<file path="src/rtl/h1p_pkg.sv">
package h1p_pkg;

  localparam int LENGTH_BITS_DEFAULT = 40;
  localparam int QUEUE_DEPTH_DEFAULT = 4;

  typedef enum logic [2:0] {
    PH_START = 3'd0,
    PH_HEAD  = 3'd1,
    PH_BODY  = 3'd2,
    PH_CSIZE = 3'd3,
    PH_CDATA = 3'd4,
    PH_CCR   = 3'd5,
    PH_CLF   = 3'd6,
    PH_CEND  = 3'd7
  } phase_t;

  localparam logic [2:0] KIND_FRAME = 3'd0;
  localparam logic [2:0] KIND_START = 3'd1;
  localparam logic [2:0] KIND_NAME  = 3'd2;
  localparam logic [2:0] KIND_VALUE = 3'd3;
  localparam logic [2:0] KIND_BODY  = 3'd4;

  localparam logic [2:0] ERR_NONE    = 3'd0;
  localparam logic [2:0] ERR_CHUNK   = 3'd1;
  localparam logic [2:0] ERR_START   = 3'd2;
  localparam logic [2:0] ERR_HEADER  = 3'd3;
  localparam logic [2:0] ERR_TOOLONG = 3'd4;
  localparam logic [2:0] ERR_VERSION = 3'd5;

  localparam logic [1:0] REG_MAX_LINE  = 2'd0;
  localparam logic [1:0] REG_MAX_LINES = 2'd1;
  localparam logic [1:0] REG_STRICT    = 2'd2;

  localparam logic [1:0] SEL_NONE = 2'd0;
  localparam logic [1:0] SEL_TE   = 2'd1;
  localparam logic [1:0] SEL_CL   = 2'd2;

  localparam logic [7:0] CH_CR    = 8'h0D;
  localparam logic [7:0] CH_LF    = 8'h0A;
  localparam logic [7:0] CH_COLON = 8'h3A;

  typedef struct packed {
    logic [7:0] data;
    logic [7:0] lower;
    logic       ws;
    logic       dig;
    logic       hex_ok;
    logic [3:0] hexv;
    logic       tok;
  } cls_t;

  typedef struct packed {
    logic [2:0]  kind;
    logic [1:0]  idx;
    logic [7:0]  data;
    logic        fend;
    logic        done;
    logic        rep;
    logic        minor;
    logic [15:0] status;
    logic [2:0]  err;
  } res_t;

  typedef struct packed {
    phase_t      phase;
    logic        prev_cr;
    logic [16:0] line_bytes;
    logic [8:0]  header_lines;
    logic [3:0]  token_position;
    logic [3:0]  version_match;
    logic [4:0]  name_match;
    logic [2:0]  value_match;
    logic        chunked_flag;
    logic        length_known;
    logic        cl_bad;
    logic [15:0] rep_status;
    logic        rep_is;
    logic        rep_minor;
    logic        in_tok;
    logic [1:0]  tok_count;
    logic        ver_fail;
    logic        tok_minor;
    logic        pfx_fail;
    logic [15:0] st_val;
    logic        st_bad;
    logic        st_stop;
    logic        colon_seen;
    logic        first_ok;
    logic [1:0]  name_sel;
    logic        name_fail;
    logic [1:0]  hit_sel;
    logic        te_started;
    logic        te_fail;
    logic        te_trail;
    logic        cl_started;
    logic        cl_stop;
    logic        cl_digits;
    logic        cl_over;
    logic        cs_stop;
    logic        cs_digits;
    logic        cs_over;
  } ctl_t;

  function automatic logic [7:0] to_lower(logic [7:0] c);
    if (c >= 8'h41 && c <= 8'h5A) return c + 8'd32;
    return c;
  endfunction

  function automatic cls_t classify(logic [7:0] c);
    cls_t k;
    k.data   = c;
    k.lower  = to_lower(c);
    k.ws     = (c == 8'h20) || (c >= 8'd9 && c <= 8'd13);
    k.dig    = (c >= 8'h30 && c <= 8'h39);
    k.hex_ok = 1'b1;
    k.hexv   = 4'd0;
    if (k.dig) k.hexv = c[3:0];
    else if (k.lower >= 8'h61 && k.lower <= 8'h66) k.hexv = 4'(k.lower - 8'h57);
    else k.hex_ok = 1'b0;
    k.tok = k.dig || (k.lower >= 8'h61 && k.lower <= 8'h7A) ||
            (c inside {8'h21, 8'h23, 8'h24, 8'h25, 8'h26, 8'h27, 8'h2A, 8'h2B, 8'h2D,
                       8'h2E, 8'h5E, 8'h5F, 8'h60, 8'h7C, 8'h7E});
    return k;
  endfunction

  function automatic logic [7:0] ver_char(logic [2:0] i);
    case (i)
      3'd0: return "H";
      3'd1: return "T";
      3'd2: return "T";
      3'd3: return "P";
      3'd4: return "/";
      3'd5: return "1";
      3'd6: return ".";
      default: return 8'h00;
    endcase
  endfunction

  function automatic logic [7:0] te_char(logic [4:0] i);
    case (i)
      5'd0: return "t";   5'd1: return "r";   5'd2: return "a";   5'd3: return "n";
      5'd4: return "s";   5'd5: return "f";   5'd6: return "e";   5'd7: return "r";
      5'd8: return "-";   5'd9: return "e";   5'd10: return "n";  5'd11: return "c";
      5'd12: return "o";  5'd13: return "d";  5'd14: return "i";  5'd15: return "n";
      5'd16: return "g";
      default: return 8'h00;
    endcase
  endfunction

  function automatic logic [7:0] cl_char(logic [4:0] i);
    case (i)
      5'd0: return "c";   5'd1: return "o";   5'd2: return "n";   5'd3: return "t";
      5'd4: return "e";   5'd5: return "n";   5'd6: return "t";   5'd7: return "-";
      5'd8: return "l";   5'd9: return "e";   5'd10: return "n";  5'd11: return "g";
      5'd12: return "t";  5'd13: return "h";
      default: return 8'h00;
    endcase
  endfunction

  function automatic logic [7:0] ch_char(logic [2:0] i);
    case (i)
      3'd0: return "c";
      3'd1: return "h";
      3'd2: return "u";
      3'd3: return "n";
      3'd4: return "k";
      3'd5: return "e";
      3'd6: return "d";
      default: return 8'h00;
    endcase
  endfunction

  function automatic ctl_t line_clear(ctl_t x);
    ctl_t y;
    y = x;
    y.line_bytes     = '0;
    y.token_position = '0;
    y.version_match  = '0;
    y.name_match     = '0;
    y.value_match    = '0;
    y.in_tok         = 1'b0;
    y.tok_count      = '0;
    y.ver_fail       = 1'b0;
    y.tok_minor      = 1'b0;
    y.pfx_fail       = 1'b0;
    y.st_val         = '0;
    y.st_bad         = 1'b0;
    y.st_stop        = 1'b0;
    y.colon_seen     = 1'b0;
    y.first_ok       = 1'b0;
    y.name_sel       = SEL_NONE;
    y.name_fail      = 1'b0;
    y.hit_sel        = SEL_NONE;
    y.te_started     = 1'b0;
    y.te_fail        = 1'b0;
    y.te_trail       = 1'b0;
    y.cl_started     = 1'b0;
    y.cl_stop        = 1'b0;
    y.cl_digits      = 1'b0;
    y.cl_over        = 1'b0;
    y.cs_stop        = 1'b0;
    y.cs_digits      = 1'b0;
    y.cs_over        = 1'b0;
    return y;
  endfunction

endpackage

</file>
<file path="src/rtl/h1p_front.sv">
module h1p_front (
  input  logic          clk,
  input  logic          rst,
  input  logic          in_valid,
  output logic          in_ready,
  input  logic [7:0]    in_byte,
  output logic          push,
  input  logic          push_ready,
  output h1p_pkg::cls_t push_cls
);

  logic          fv;
  h1p_pkg::cls_t fcls;

  assign in_ready = !fv || push_ready;
  assign push     = fv;
  assign push_cls = fcls;

  always_ff @(posedge clk) begin
    if (rst) begin
      fv <= 1'b0;
    end else if (in_valid && in_ready) begin
      fv <= 1'b1;
    end else if (push_ready) begin
      fv <= 1'b0;
    end
  end

  always_ff @(posedge clk) begin
    if (in_valid && in_ready) begin
      fcls <= h1p_pkg::classify(in_byte);
    end
  end

endmodule

</file>
<file path="src/rtl/h1p_queue.sv">
module h1p_queue #(
  parameter int DEPTH = h1p_pkg::QUEUE_DEPTH_DEFAULT
) (
  input  logic          clk,
  input  logic          rst,
  input  logic          wr_valid,
  output logic          wr_ready,
  input  h1p_pkg::cls_t wr_data,
  output logic          rd_valid,
  input  logic          rd_ready,
  output h1p_pkg::cls_t rd_data
);

  localparam int PW = $clog2(DEPTH);
  localparam int CW = $clog2(DEPTH + 1);

  h1p_pkg::cls_t mem [DEPTH];
  logic [PW-1:0] wp;
  logic [PW-1:0] rp;
  logic [CW-1:0] count;
  logic          wr_en;
  logic          rd_en;

  assign wr_ready = count != CW'(DEPTH);
  assign rd_valid = count != '0;
  assign rd_data  = mem[rp];
  assign wr_en    = wr_valid && wr_ready;
  assign rd_en    = rd_valid && rd_ready;

  always_ff @(posedge clk) begin
    if (rst) begin
      wp    <= '0;
      rp    <= '0;
      count <= '0;
    end else begin
      if (wr_en) wp <= (wp == PW'(DEPTH - 1)) ? '0 : wp + PW'(1);
      if (rd_en) rp <= (rp == PW'(DEPTH - 1)) ? '0 : rp + PW'(1);
      if (wr_en && !rd_en) count <= count + CW'(1);
      else if (!wr_en && rd_en) count <= count - CW'(1);
    end
  end

  always_ff @(posedge clk) begin
    if (wr_en) mem[wp] <= wr_data;
  end

endmodule

</file>
<file path="src/rtl/h1p_back.sv">
module h1p_back #(
  parameter int LENGTH_BITS = h1p_pkg::LENGTH_BITS_DEFAULT
) (
  input  logic          clk,
  input  logic          rst,
  input  logic          cfg_valid,
  input  logic [1:0]    cfg_index,
  input  logic [15:0]   cfg_data,
  input  logic          q_valid,
  output logic          q_pop,
  input  h1p_pkg::cls_t q_cls,
  output logic          o_valid,
  input  logic          o_ready,
  output h1p_pkg::res_t o_res
);

  localparam int L = LENGTH_BITS;

  logic [15:0]   max_line_length;
  logic [7:0]    max_header_lines;
  logic          strict_names;

  h1p_pkg::ctl_t s;
  h1p_pkg::ctl_t n;
  logic [L-1:0]  body_rem, body_rem_next;
  logic [L-1:0]  chunk_rem, chunk_rem_next;
  logic [L-1:0]  cl_val, cl_val_next;
  logic [L-1:0]  cs_val, cs_val_next;
  h1p_pkg::res_t r;
  logic          bubble;
  logic          step;

  function automatic h1p_pkg::ctl_t tok_close(h1p_pkg::ctl_t x);
    h1p_pkg::ctl_t y;
    y = x;
    if (x.in_tok) begin
      if (x.token_position == 4'd8 && !x.ver_fail) begin
        if (x.tok_count == 2'd0) y.version_match = y.version_match | {2'b00, x.tok_minor, 1'b1};
        if (x.tok_count == 2'd2) y.version_match = y.version_match | {x.tok_minor, 1'b1, 2'b00};
      end
      if (x.tok_count != 2'd3) y.tok_count = x.tok_count + 2'd1;
      y.in_tok = 1'b0;
    end
    return y;
  endfunction

  // a CR followed by anything but LF is replayed as line content in a step that pops nothing
  assign bubble = s.prev_cr && q_cls.data != h1p_pkg::CH_LF &&
                  (s.phase == h1p_pkg::PH_START || s.phase == h1p_pkg::PH_HEAD ||
                   s.phase == h1p_pkg::PH_CSIZE || s.phase == h1p_pkg::PH_CEND);
  assign step   = q_valid && (bubble || !o_valid || o_ready);
  assign q_pop  = step && !bubble;

  always_comb begin
    h1p_pkg::cls_t k;
    logic [19:0]   st_tmp;
    logic [L+3:0]  cl_tmp;
    logic [2:0]    p;
    logic          do_content;
    logic          rep_line;
    n              = s;
    body_rem_next  = body_rem;
    chunk_rem_next = chunk_rem;
    cl_val_next    = cl_val;
    cs_val_next    = cs_val;
    r              = '0;
    k              = bubble ? h1p_pkg::classify(h1p_pkg::CH_CR) : q_cls;
    st_tmp         = '0;
    cl_tmp         = '0;
    p              = '0;
    do_content     = 1'b0;
    rep_line       = 1'b0;
    r.data         = q_cls.data;

    if (s.phase == h1p_pkg::PH_BODY) begin
      r.kind        = h1p_pkg::KIND_BODY;
      body_rem_next = body_rem - L'(1);
      if (body_rem_next == '0) begin
        r.fend = 1'b1;
        r.done = 1'b1;
      end
    end else if (s.phase == h1p_pkg::PH_CDATA) begin
      r.kind         = h1p_pkg::KIND_BODY;
      chunk_rem_next = chunk_rem - L'(1);
      if (chunk_rem_next == '0) begin
        r.fend  = 1'b1;
        n.phase = h1p_pkg::PH_CCR;
      end
    end else if (s.phase == h1p_pkg::PH_CCR) begin
      if (k.data == h1p_pkg::CH_CR) n.phase = h1p_pkg::PH_CLF;
      else r.err = h1p_pkg::ERR_CHUNK;
    end else if (s.phase == h1p_pkg::PH_CLF) begin
      if (k.data == h1p_pkg::CH_LF) begin
        n.phase = h1p_pkg::PH_CSIZE;
        r.fend  = 1'b1;
      end else begin
        r.err = h1p_pkg::ERR_CHUNK;
      end
    end else if (s.prev_cr && k.data == h1p_pkg::CH_LF) begin
      n.prev_cr = 1'b0;
      r.fend    = 1'b1;
      case (s.phase)
        h1p_pkg::PH_START: begin
          n        = tok_close(n);
          rep_line = n.line_bytes >= 17'd5 && !n.pfx_fail;
          if (rep_line) begin
            if (n.tok_count < 2'd2 || n.st_bad) r.err = h1p_pkg::ERR_START;
            else if (!n.version_match[0]) r.err = h1p_pkg::ERR_VERSION;
            else begin
              n.rep_status = n.st_val;
              n.rep_is     = 1'b1;
              n.rep_minor  = n.version_match[1];
              n.phase      = h1p_pkg::PH_HEAD;
            end
          end else begin
            if (n.tok_count != 2'd3) r.err = h1p_pkg::ERR_START;
            else if (!n.version_match[2]) r.err = h1p_pkg::ERR_VERSION;
            else begin
              n.rep_minor = n.version_match[3];
              n.phase     = h1p_pkg::PH_HEAD;
            end
          end
        end
        h1p_pkg::PH_HEAD: begin
          if (n.line_bytes == '0) begin
            if (n.chunked_flag) n.phase = h1p_pkg::PH_CSIZE;
            else if (n.length_known) begin
              if (n.cl_bad) r.err = h1p_pkg::ERR_HEADER;
              else if (body_rem != '0) n.phase = h1p_pkg::PH_BODY;
              else r.done = 1'b1;
            end else r.done = 1'b1;
          end else if (n.line_bytes > {1'b0, max_line_length}) begin
            r.err = h1p_pkg::ERR_TOOLONG;
          end else begin
            if (!n.header_lines[8]) n.header_lines = n.header_lines + 9'd1;
            if (n.header_lines > {1'b0, max_header_lines}) r.err = h1p_pkg::ERR_TOOLONG;
            else if (!n.colon_seen) r.err = h1p_pkg::ERR_HEADER;
            else if (strict_names && !n.first_ok) r.err = h1p_pkg::ERR_HEADER;
            else if (n.hit_sel == h1p_pkg::SEL_TE) begin
              n.chunked_flag = n.te_started && !n.te_fail && n.value_match == 3'd7;
            end else if (n.hit_sel == h1p_pkg::SEL_CL) begin
              n.length_known = 1'b1;
              body_rem_next  = cl_val;
              n.cl_bad       = !n.cl_digits || n.cl_over;
            end
          end
        end
        h1p_pkg::PH_CSIZE: begin
          if (!n.cs_digits || n.cs_over) r.err = h1p_pkg::ERR_HEADER;
          else begin
            chunk_rem_next = cs_val;
            n.phase = (cs_val != '0) ? h1p_pkg::PH_CDATA : h1p_pkg::PH_CEND;
          end
        end
        default: begin
          if (n.line_bytes != '0) r.err = h1p_pkg::ERR_CHUNK;
          else r.done = 1'b1;
        end
      endcase
      n           = h1p_pkg::line_clear(n);
      cl_val_next = '0;
      cs_val_next = '0;
    end else if (bubble) begin
      n.prev_cr  = 1'b0;
      do_content = 1'b1;
    end else if (k.data == h1p_pkg::CH_CR) begin
      n.prev_cr = 1'b1;
    end else begin
      do_content = 1'b1;
    end

    if (do_content) begin
      if (n.phase == h1p_pkg::PH_START && n.line_bytes < 17'd5 &&
          k.data != h1p_pkg::ver_char(n.line_bytes[2:0])) n.pfx_fail = 1'b1;
      if (!n.line_bytes[16]) n.line_bytes = n.line_bytes + 17'd1;
      case (n.phase)
        h1p_pkg::PH_START: begin
          if (k.ws) begin
            r.fend = n.in_tok;
            n      = tok_close(n);
          end else begin
            if (!n.in_tok) begin
              n.in_tok         = 1'b1;
              n.token_position = '0;
              n.ver_fail       = 1'b0;
              if (n.tok_count == 2'd1) begin
                n.st_val  = '0;
                n.st_bad  = 1'b0;
                n.st_stop = 1'b0;
              end
            end
            p = n.token_position[2:0];
            if (n.token_position < 4'd7) begin
              if (k.data != h1p_pkg::ver_char(p)) n.ver_fail = 1'b1;
            end else if (n.token_position == 4'd7) begin
              if (k.data == "0" || k.data == "1") n.tok_minor = k.data[0];
              else n.ver_fail = 1'b1;
            end else begin
              n.ver_fail = 1'b1;
            end
            if (n.tok_count == 2'd1 && !n.st_stop) begin
              if (k.dig) begin
                st_tmp = ({4'd0, n.st_val} << 3) + ({4'd0, n.st_val} << 1) + {16'd0, k.hexv};
                if (st_tmp > 20'd65535) begin
                  n.st_bad  = 1'b1;
                  n.st_stop = 1'b1;
                  n.st_val  = '0;
                end else begin
                  n.st_val = st_tmp[15:0];
                end
              end else begin
                if (n.token_position == 4'd0) n.st_bad = 1'b1;
                n.st_stop = 1'b1;
              end
            end
            if (n.token_position != 4'd15) n.token_position = n.token_position + 4'd1;
            r.kind = h1p_pkg::KIND_START;
            r.idx  = (n.tok_count < 2'd2) ? n.tok_count : 2'd2;
          end
        end
        h1p_pkg::PH_HEAD: begin
          if (!n.colon_seen) begin
            if (k.data == h1p_pkg::CH_COLON) begin
              n.colon_seen = 1'b1;
              if (!n.name_fail && ((n.name_sel == h1p_pkg::SEL_TE && n.name_match == 5'd17) ||
                                   (n.name_sel == h1p_pkg::SEL_CL && n.name_match == 5'd14)))
                n.hit_sel = n.name_sel;
              r.fend = 1'b1;
            end else begin
              if (n.name_match == '0) begin
                n.first_ok = k.tok;
                n.name_sel = (k.lower == "t") ? h1p_pkg::SEL_TE :
                             (k.lower == "c") ? h1p_pkg::SEL_CL : h1p_pkg::SEL_NONE;
                if (n.name_sel == h1p_pkg::SEL_NONE) n.name_fail = 1'b1;
              end
              if (!n.name_fail) begin
                if (n.name_sel == h1p_pkg::SEL_TE) begin
                  if (n.name_match >= 5'd17 || k.lower != h1p_pkg::te_char(n.name_match))
                    n.name_fail = 1'b1;
                end else begin
                  if (n.name_match >= 5'd14 || k.lower != h1p_pkg::cl_char(n.name_match))
                    n.name_fail = 1'b1;
                end
              end
              if (n.name_match != 5'd31) n.name_match = n.name_match + 5'd1;
              r.kind = h1p_pkg::KIND_NAME;
            end
          end else begin
            r.kind = h1p_pkg::KIND_VALUE;
            if (k.ws) begin
              if (n.te_started) begin
                if (n.value_match != 3'd7) n.te_fail = 1'b1;
                else n.te_trail = 1'b1;
              end
            end else begin
              n.te_started = 1'b1;
              if (n.te_trail || n.value_match == 3'd7 ||
                  k.lower != h1p_pkg::ch_char(n.value_match)) n.te_fail = 1'b1;
              else n.value_match = n.value_match + 3'd1;
            end
            if (n.cl_started || !k.ws) begin
              n.cl_started = 1'b1;
              if (!n.cl_stop) begin
                if (k.dig) begin
                  cl_tmp = ({4'd0, cl_val} << 3) + ({4'd0, cl_val} << 1) +
                           (L+4)'(k.hexv);
                  if (cl_tmp[L+3:L] != 4'd0) begin
                    n.cl_over = 1'b1;
                    n.cl_stop = 1'b1;
                  end else begin
                    cl_val_next = cl_tmp[L-1:0];
                    n.cl_digits = 1'b1;
                  end
                end else begin
                  n.cl_stop = 1'b1;
                end
              end
            end
          end
        end
        h1p_pkg::PH_CSIZE: begin
          if (!n.cs_stop) begin
            if (!k.hex_ok) n.cs_stop = 1'b1;
            else if (cs_val[L-1:L-4] != 4'd0) begin
              n.cs_over = 1'b1;
              n.cs_stop = 1'b1;
            end else begin
              cs_val_next = {cs_val[L-5:0], k.hexv};
              n.cs_digits = 1'b1;
            end
          end
        end
        default: begin
        end
      endcase
    end

    if (n.phase == h1p_pkg::PH_START) begin
      r.rep = n.line_bytes >= 17'd5 && !n.pfx_fail;
    end else begin
      r.rep    = n.rep_is;
      r.minor  = n.rep_minor;
      r.status = n.rep_status;
    end

    if (r.done || r.err != h1p_pkg::ERR_NONE) begin
      n              = '0;
      body_rem_next  = '0;
      chunk_rem_next = '0;
      cl_val_next    = '0;
      cs_val_next    = '0;
    end
  end

  always_ff @(posedge clk) begin
    if (rst) begin
      max_line_length  <= 16'd8192;
      max_header_lines <= 8'd100;
      strict_names     <= 1'b1;
    end else if (cfg_valid) begin
      case (cfg_index)
        h1p_pkg::REG_MAX_LINE:  max_line_length  <= cfg_data;
        h1p_pkg::REG_MAX_LINES: max_header_lines <= cfg_data[7:0];
        h1p_pkg::REG_STRICT:    strict_names     <= cfg_data[0];
        default: begin
        end
      endcase
    end
  end

  always_ff @(posedge clk) begin
    if (rst) begin
      s         <= '0;
      body_rem  <= '0;
      chunk_rem <= '0;
      cl_val    <= '0;
      cs_val    <= '0;
      o_valid   <= 1'b0;
    end else begin
      if (step) begin
        s         <= n;
        body_rem  <= body_rem_next;
        chunk_rem <= chunk_rem_next;
        cl_val    <= cl_val_next;
        cs_val    <= cs_val_next;
      end
      if (q_pop) o_valid <= 1'b1;
      else if (o_ready) o_valid <= 1'b0;
    end
  end

  always_ff @(posedge clk) begin
    if (q_pop) o_res <= r;
  end

endmodule

</file>
<file path="src/rtl/http1_message_stream_parser_unit.sv">
// Path from input accept to result valid: classify register, queue, result
// register; a CR that is not followed by LF is replayed in an extra back-end step.
// Throughput: one byte per cycle while m_tready is high; a replayed lone CR pops no byte.
// Reset: rst synchronous, active high; clears message state and queue and
// loads register defaults (8192, 100, strict names on).
module http1_message_stream_parser_unit #(
  parameter int LENGTH_BITS = h1p_pkg::LENGTH_BITS_DEFAULT,
  parameter int QUEUE_DEPTH = h1p_pkg::QUEUE_DEPTH_DEFAULT
) (
  input  logic        clk,
  input  logic        rst,
  input  logic        s_tvalid,
  output logic        s_tready,
  input  logic [7:0]  s_tdata,   // [7:0] byte_in
  output logic        m_tvalid,
  input  logic        m_tready,
  output logic [31:0] m_tdata,   // [7:0] data_byte, [8] field_end, [9] is_reply,
                                 // [10] minor_version, [26:11] reply_status,
                                 // [29:27] error_code, [31:30] zero
  output logic [4:0]  m_tuser,   // [2:0] byte_kind, [4:3] field_index
  output logic        m_tlast,   // message_done
  input  logic        cfg_valid,
  output logic        cfg_ready,
  input  logic [1:0]  cfg_index,
  input  logic [15:0] cfg_data
);

  logic          f_push;
  logic          f_ready;
  h1p_pkg::cls_t f_cls;
  logic          q_valid;
  logic          q_pop;
  h1p_pkg::cls_t q_cls;
  h1p_pkg::res_t res;

  assign cfg_ready = 1'b1;

  h1p_front u_front (
    .clk        (clk),
    .rst        (rst),
    .in_valid   (s_tvalid),
    .in_ready   (s_tready),
    .in_byte    (s_tdata),
    .push       (f_push),
    .push_ready (f_ready),
    .push_cls   (f_cls)
  );

  h1p_queue #(
    .DEPTH (QUEUE_DEPTH)
  ) u_queue (
    .clk      (clk),
    .rst      (rst),
    .wr_valid (f_push),
    .wr_ready (f_ready),
    .wr_data  (f_cls),
    .rd_valid (q_valid),
    .rd_ready (q_pop),
    .rd_data  (q_cls)
  );

  h1p_back #(
    .LENGTH_BITS (LENGTH_BITS)
  ) u_back (
    .clk       (clk),
    .rst       (rst),
    .cfg_valid (cfg_valid),
    .cfg_index (cfg_index),
    .cfg_data  (cfg_data),
    .q_valid   (q_valid),
    .q_pop     (q_pop),
    .q_cls     (q_cls),
    .o_valid   (m_tvalid),
    .o_ready   (m_tready),
    .o_res     (res)
  );

  assign m_tdata = {2'b00, res.err, res.status, res.minor, res.rep, res.fend, res.data};
  assign m_tuser = {res.idx, res.kind};
  assign m_tlast = res.done;

`ifndef SYNTHESIS
  a_done_no_err: assert property (@(posedge clk) disable iff (rst)
    m_tvalid && m_tlast |-> m_tdata[29:27] == h1p_pkg::ERR_NONE)
    else $error("message done together with an error");

  a_idx_start_only: assert property (@(posedge clk) disable iff (rst)
    m_tvalid && m_tuser[2:0] != h1p_pkg::KIND_START |-> m_tuser[4:3] == 2'd0)
    else $error("field index outside start line");

  a_start_unlatched: assert property (@(posedge clk) disable iff (rst)
    m_tvalid && m_tuser[2:0] == h1p_pkg::KIND_START |-> m_tdata[26:10] == 17'd0)
    else $error("version or status set during start line");
`endif

endmodule

</file>
<file path="config.mk">
export PLATFORM = sky130hd
export DESIGN_NAME = http1_message_stream_parser_unit
export DESIGN_NICKNAME = d
export VERILOG_FILES = /design/src/rtl/h1p_pkg.sv /design/src/rtl/h1p_front.sv /design/src/rtl/h1p_queue.sv /design/src/rtl/h1p_back.sv /design/src/rtl/http1_message_stream_parser_unit.sv
export SDC_FILE = /design/constraint.sdc
export NUM_CORES = 2
export LEC_CHECK = 0
export ABC_AREA = 1
export CAP_MARGIN = 25
export CORE_MARGIN = 3
export CORE_UTILIZATION = 38
export DETAILED_ROUTE_END_ITERATION = 10
export DONT_BUFFER_PORTS = 1
export PLACE_DENSITY = 0.62
export SYNTH_ARGS = -nofsm -noshare
export SYNTH_HDL_FRONTEND = slang
export SYNTH_SLANG_ARGS = --single-unit
</file>
<file path="constraint.sdc">
create_clock -name clk -period 5.6 [get_ports clk]
set_clock_uncertainty 0.15 [all_clocks]
set_input_delay 1.4 -clock clk [delete_from_list [all_inputs] [get_ports clk]]
set_output_delay 1.4 -clock clk [all_outputs]
set_load 0.01 [all_outputs]
</file>
# After elaboration in Yosys (flattened, before gate mapping)
# Memory sizes are Yosys's and may differ from the RTL's. A register that Yosys moved wholly into a read port is not among the register bits.
# Index checks and enable logic that the tools add are counted.
dict set report word_totals {
  wordCells 645
  ram_bits 96
  out_inout_bits 41
  rom_bits 336
  register_bits 362
  n_memories 3
}
# name depth word_bits read_ports rd_ports_with_merged_regs wr line
set memory_table {}
lappend memory_table {{(name not given)} 32 7 1 0 0 h1p_pkg.sv:140} ;# case (i)
lappend memory_table {{(name not given)} 16 7 1 0 0 h1p_pkg.sv:151} ;# case (i)
lappend memory_table {u_queue.mem 4 24 1 1 1 h1p_queue.sv:17} ;# h1p_pkg::cls_t mem [DEPTH];
dict set report op_classes {
  bitwise_logic 7
  n_reduce_logical 106
  eq_ne 94
  n_lt_le_gt_ge 20
  n_mux 330
  n_addsub 19
}
# cell count
set op_table {}
lappend op_table {{$mux W40} 46}
lappend op_table {{$mux W105} 3}
lappend op_table {{$mux W108} 2}
lappend op_table {{$mux W104} 2}
lappend op_table {{$mux W8} 26}
lappend op_table {{$mux W3} 58}
lappend op_table {{$mux W4} 42}
lappend op_table {{$mux W18} 9}
lappend op_table {{$eq A8 B6 Y1 const B} 14}
lappend op_table {{$mux W9} 12}
lappend op_table {{$pmux W7 S6} 2}
lappend op_table {{$logic_not A40 Y1} 2}
lappend op_table {{$reduce_bool A40 Y1} 2}
lappend op_table {{$sub A40 B1 Y40 const B} 2}
lappend op_table {{$mux W1} 74}
lappend op_table {{$mux W2} 31}
lappend op_table {{$mux W59} 1}
lappend op_table {{$eq A8 B7 Y1 const B} 7}
lappend op_table {{$pmux W7 S7} 1}
lappend op_table {{$eq A3 B3 Y1 const B} 15}
lappend op_table {{$mux W45} 1}
lappend op_table {{$add A43 B41 Y44} 1}
lappend op_table {{$add A44 B4 Y44} 1}
lappend op_table {{$ne A8 B8 Y1} 5}
lappend op_table {{74 further kinds} 217}

# Logic depth before layout (Yosys ltp)
dict set report depth {
  ltp_word 57
  depth_mapped 36
  mapped_depth_nobuf 32
}

# Modules after synthesis
# From an unflattened synthesis, not the netlist that was laid out.
dict set report hier_totals {
  hier_cells 4894
  area_unflattened_um2 32990.4
}
# module n_inst cells_per_inst area_per_inst_um2 seq_area_each_um2
set modules_own_cells {}
lappend modules_own_cells {h1p_back 1 4455 27503.9 6966.7}
lappend modules_own_cells {h1p_queue 1 301 4222.8 3062.9}
lappend modules_own_cells {h1p_front 1 133 1233.7 590.6}
lappend modules_own_cells {http1_message_stream_parser_unit 1 5 30.0 0.0}

# Worst setup path after synthesis
# OpenSTA, ideal clock, no wires.
dict set report synth_timing {
  path_kind {register to register}
  start {register with a tool-made name}
  end {register u_back.s[19] in the netlist's numbering}
  required_time_ns 5.380
  path_slack_ns 0.909
  arrival_ns 4.471
  path_stages_with_launch 37
  setup_ns 0.070
  period_less_slack_ns 4.691
  cell_sequence {dfxtp_1 -> buf_6 -> inv_4 -> buf_6 -> nand3_1 -> nand2_1 -> nand2_1 -> nor2_2 -> nand3_1 -> buf_2 -> buf_2 -> buf_2 -> clkbuf_1 -> nand2_1 -> inv_1 -> nand2_1 -> inv_1 -> ha_1 -> ha_1 -> fa_1 -> nand3_1 -> nand2_1 -> a21oi_1 -> o21bai_1 -> nand3_1 -> nand4_1 -> nand2_1 -> nand3_1 -> a21oi_1 -> nand2_1 -> inv_2 -> nand2_1 -> o21ai_0 -> nand2_1 -> nand3_1 -> nand3_1 -> a21oi_1}
}
# item line
set synth_lines {}
lappend synth_lines {{end signal: assignment} h1p_back.sv:341} ;# s <= n;
lappend synth_lines {{end: declaration} h1p_back.sv:23} ;# h1p_pkg::ctl_t s;

==> key figures <==
Run status
  • Outcome: finished clean

Power
  • Power, Total: 0.0112 W
  • Peak supply drop: 0.000289 V
  • Power Dens Cells: 327 mW/mm^2
  • LEAKAGE: 15.8 nW

CTS
  • CTS Root Cell: clkbuf_16
  • Setup bufs post-CTS: 0
  • Clock sink count: 435
  • TritonCTS clock tree: built
  • Total CTS buffers: 52
  • Worst skew pair latency: 620 ps
  • CTS clk-pin slew, worst paths: 60 ps
  • Clock tree buffer depth: 3
  • Depth of the CTS H-tree: 2

Logic synthesis
  • Main combinational cell family by area after synthesis: simple AND/OR/NAND/NOR gates
  • Gate Count Post-Synth: 4822
  • Yosys warnings: 0
  • Top-area cell type share of the netlist area: 19.2%
  • Dominant cells by area after synthesis: dfxtp_1, nand2_1, edfxtp_1
  • Yosys cell types: 64
  • Cell with the most instances after synthesis: nand2_1
  • Part of the Yosys area used for sequential elements: 31.7%
  • Post-Synth Adder-Cell Area: 7.31%
  • Synth Area in Compound Gates: 12.8%
  • Multiplexer area fraction after synthesis: 0.0949%
  • Cell area after synthesis: 0.0316 mm^2
  • Synth Area per Inst: 6.56 um^2
  • Dominant synthesized flop cell: dfxtp_1
  • Async set-or-reset flop fraction in the synthesized netlist: 0%
  • Area leader, netlist: dfxtp_1
  • Post-Synth XOR/XNOR Area: 3.96%
  • Most common library cells after synthesis: nand2_1, nor2_1, inv_1
  • Post-synthesis simple-gate area fraction: 35.6%
  • Synthesized flop and latch total: 435
  • Number of synthesized flops with an enable pin: 131

Critical path
  • Worst path arrival time: 5540 ps
  • CP dominant cell by count: nand2_1
  • Critical Path Sink Type: flop
  • Crit path max fanout: 34
  • Startpoint Class: flop
  • Crit path largest cell delay: 530 ps
  • Worst EP required: 5980 ps
  • Worst path top cell family by delay: simple AND/OR/NAND/NOR gates
  • CP Buf/Inv Count: 6
  • CP max-delay cell: a32oi_1
  • CP Class: reg -> reg

Timing
  • Hold slack: 308 ps
  • Final hold viol count: 0
  • Fin. max-slew vios: 0
  • Final setup vio count: 0
  • Achievable frequency: 194 MHz
  • RSZ-0062 raised after global routing: false
  • Tcrit/Tclk final: 92.1%
  • Tmin final: 5160 ps
  • Worst-margin pin slew: 1040 ps
  • Final setup TNS: 0 ps
  • Slew margin rel.: 30.0%

Drt
  • Post-DR vias/cell: 5.34
  • Overall routed net length: 97400 um
  • TritonRoute pass-1 iters: 6
  • Drt drc: 0
  • Initial drt markers: 2808
  • Routed WL per cell: 16.7 um
  • Antenna Nets Post-Route: 0
  • Routed via count: 31100

Floorplan
  • Die X: 295 um
  • Row count: 105
  • Die area: 0.0868 mm^2
  • Top Ports: 72
  • Vert. Die Dim: 295 um
  • Starting density of the core: 38.5%
  • Core area: 0.0822 mm^2

Finish
  • NumNets Final: 4924
  • Post-Layout Inst Area: 0.0343 mm^2
  • Layout cells sized above 1: 4.88%
  • # diodes: 0
  • Non-filler cells, final: 5824
  • # fillers: 8707
  • Area growth syn-to-layout: 8.25%

Placed design
  • Dpl cells: 5725
  • Hpwl dp: 68900 um
  • Placed cell area: 0.0324 mm^2
  • RD Place Congestion: 0.917
  • IO buf count: 0

GRT
  • First-pass GRT wire length: 156000 um
  • Pin count of the biggest net entering global routing: 219
  • Vias in the first global route: 28200
  • Antenna violations before repair: 0
  • Remaining global-route overflow: 0
  • GRT Resource Usage Total: 21.9%

Min path
  • Min-delay worst type: reg -> reg

Flow run
  • MaxCap Viol Count: 0
## worst min-delay path, cell delays in order, from the launching register on
cell and delay (ps):
dfxtp_1 290, inv_1 60, a21oi_1 50
## registers in the layout, indices dropped and copies added (netlist names), named ones only
signal,count
u_back.cs_val,40
u_queue.rp,2
u_queue.count,3
u_back.chunk_rem,40
u_back.max_header_lines,8
u_back.cl_val,40
u_front.push,1
u_back.body_rem,40
u_queue.wp,2
u_queue.mem,76
u_back.max_line_length,16
u_back.s,108
u_back.o_valid,1
u_back.o_res,36
u_back.strict_names,1
u_front.push_cls,19
## metal layers
layer	vias up	share of wire, %	track usage [%]
met1	14400	47	31.4
met4	0	2.2	5.28
met5	-	0	0
li1	15600	-	-
met2	883	45	35.0
met3	118	5.9	2.60
## cell usage in the layout, fill, tap and decap left out, drive strengths merged, types with 7 or more instances in the layout
cell type     n
xor2         99
nand3       387
nor3b         7
clkinv       20
o211ai       17
clkbuf       70
o21ai       223
nand4       127
buf          49
ha          177
a21oi       409
dfxtp       304
o21bai       17
nand2      1489
a21o          7
nand3b       15
o21a         18
o22ai        14
nor2        490
a31oi        10
or2          35
nor3         68
edfxtp      131
nor4         13
xnor2        44
o31ai         7
inv         453
## what timing repair did
| item | in CTS | in global routing |
|---|---|---|
| resized for setup | 0 | 6 |
| setup endpoints to repair | 0 | 32 |
| hold buffers | 0 | 0 |
## power by group
group | internal, W | switching (W)
Sequential | 0.00359 | 0.000286
Combinational | 0.000944 | 0.00281
Clock | 0.00211 | 0.00146
Total | 0.00665 | 0.00456
## area by class of cell
cell class | count | area (um^2) | area share, %
clock buffer | 70 | 1460 | 4.27
clock inverter | 27 | 313 | 0.913
inverter | 455 | 1720 | 5.02
multi-input combinational | 3718 | 19000 | 55.4
sequential | 435 | 10000 | 29.3
tap | 1070 | 1340 | 3.91
timing repair buffer | 49 | 429 | 1.25
## kinds of logic (layout without fill, tap and decap cells)
| logic type | after synthesis | in the layout |
|---|---|---|
| compound gates | 748 | 748 |
| xor+xnor | 143 | 143 |
| fa+ha+maj | 182 | 182 |
| buf+inv | 670 | 601 |
| flops | 435 | 435 |
| mux | 3 | 3 |
| other cells | 2 | 3 |
| simple gates | 2639 | 2639 |
## through the flow
stage               util, %  worst slack, ps
floorplan                 -              909
global placement       39.4              478
detailed placement     39.4              435
CTS                    41.6              395
global route           41.7             2.60
finish                 41.7              441
## final timing paths
| kind | end | start | slack [ps] | depth (start not counted) |
|---|---|---|---|---|
| max | u_back.cl_val[23] | flop | 440 | 27 |
| min | u_back.max_line_length[6] | u_back.max_line_length[6] | 310 | 2 |
| max reg2reg | u_back.cl_val[23] | flop | 440 | 27 |
| min reg2reg | u_back.max_line_length[6] | u_back.max_line_length[6] | 310 | 2 |
No activity file was read; power rests on OpenSTA's default activity.
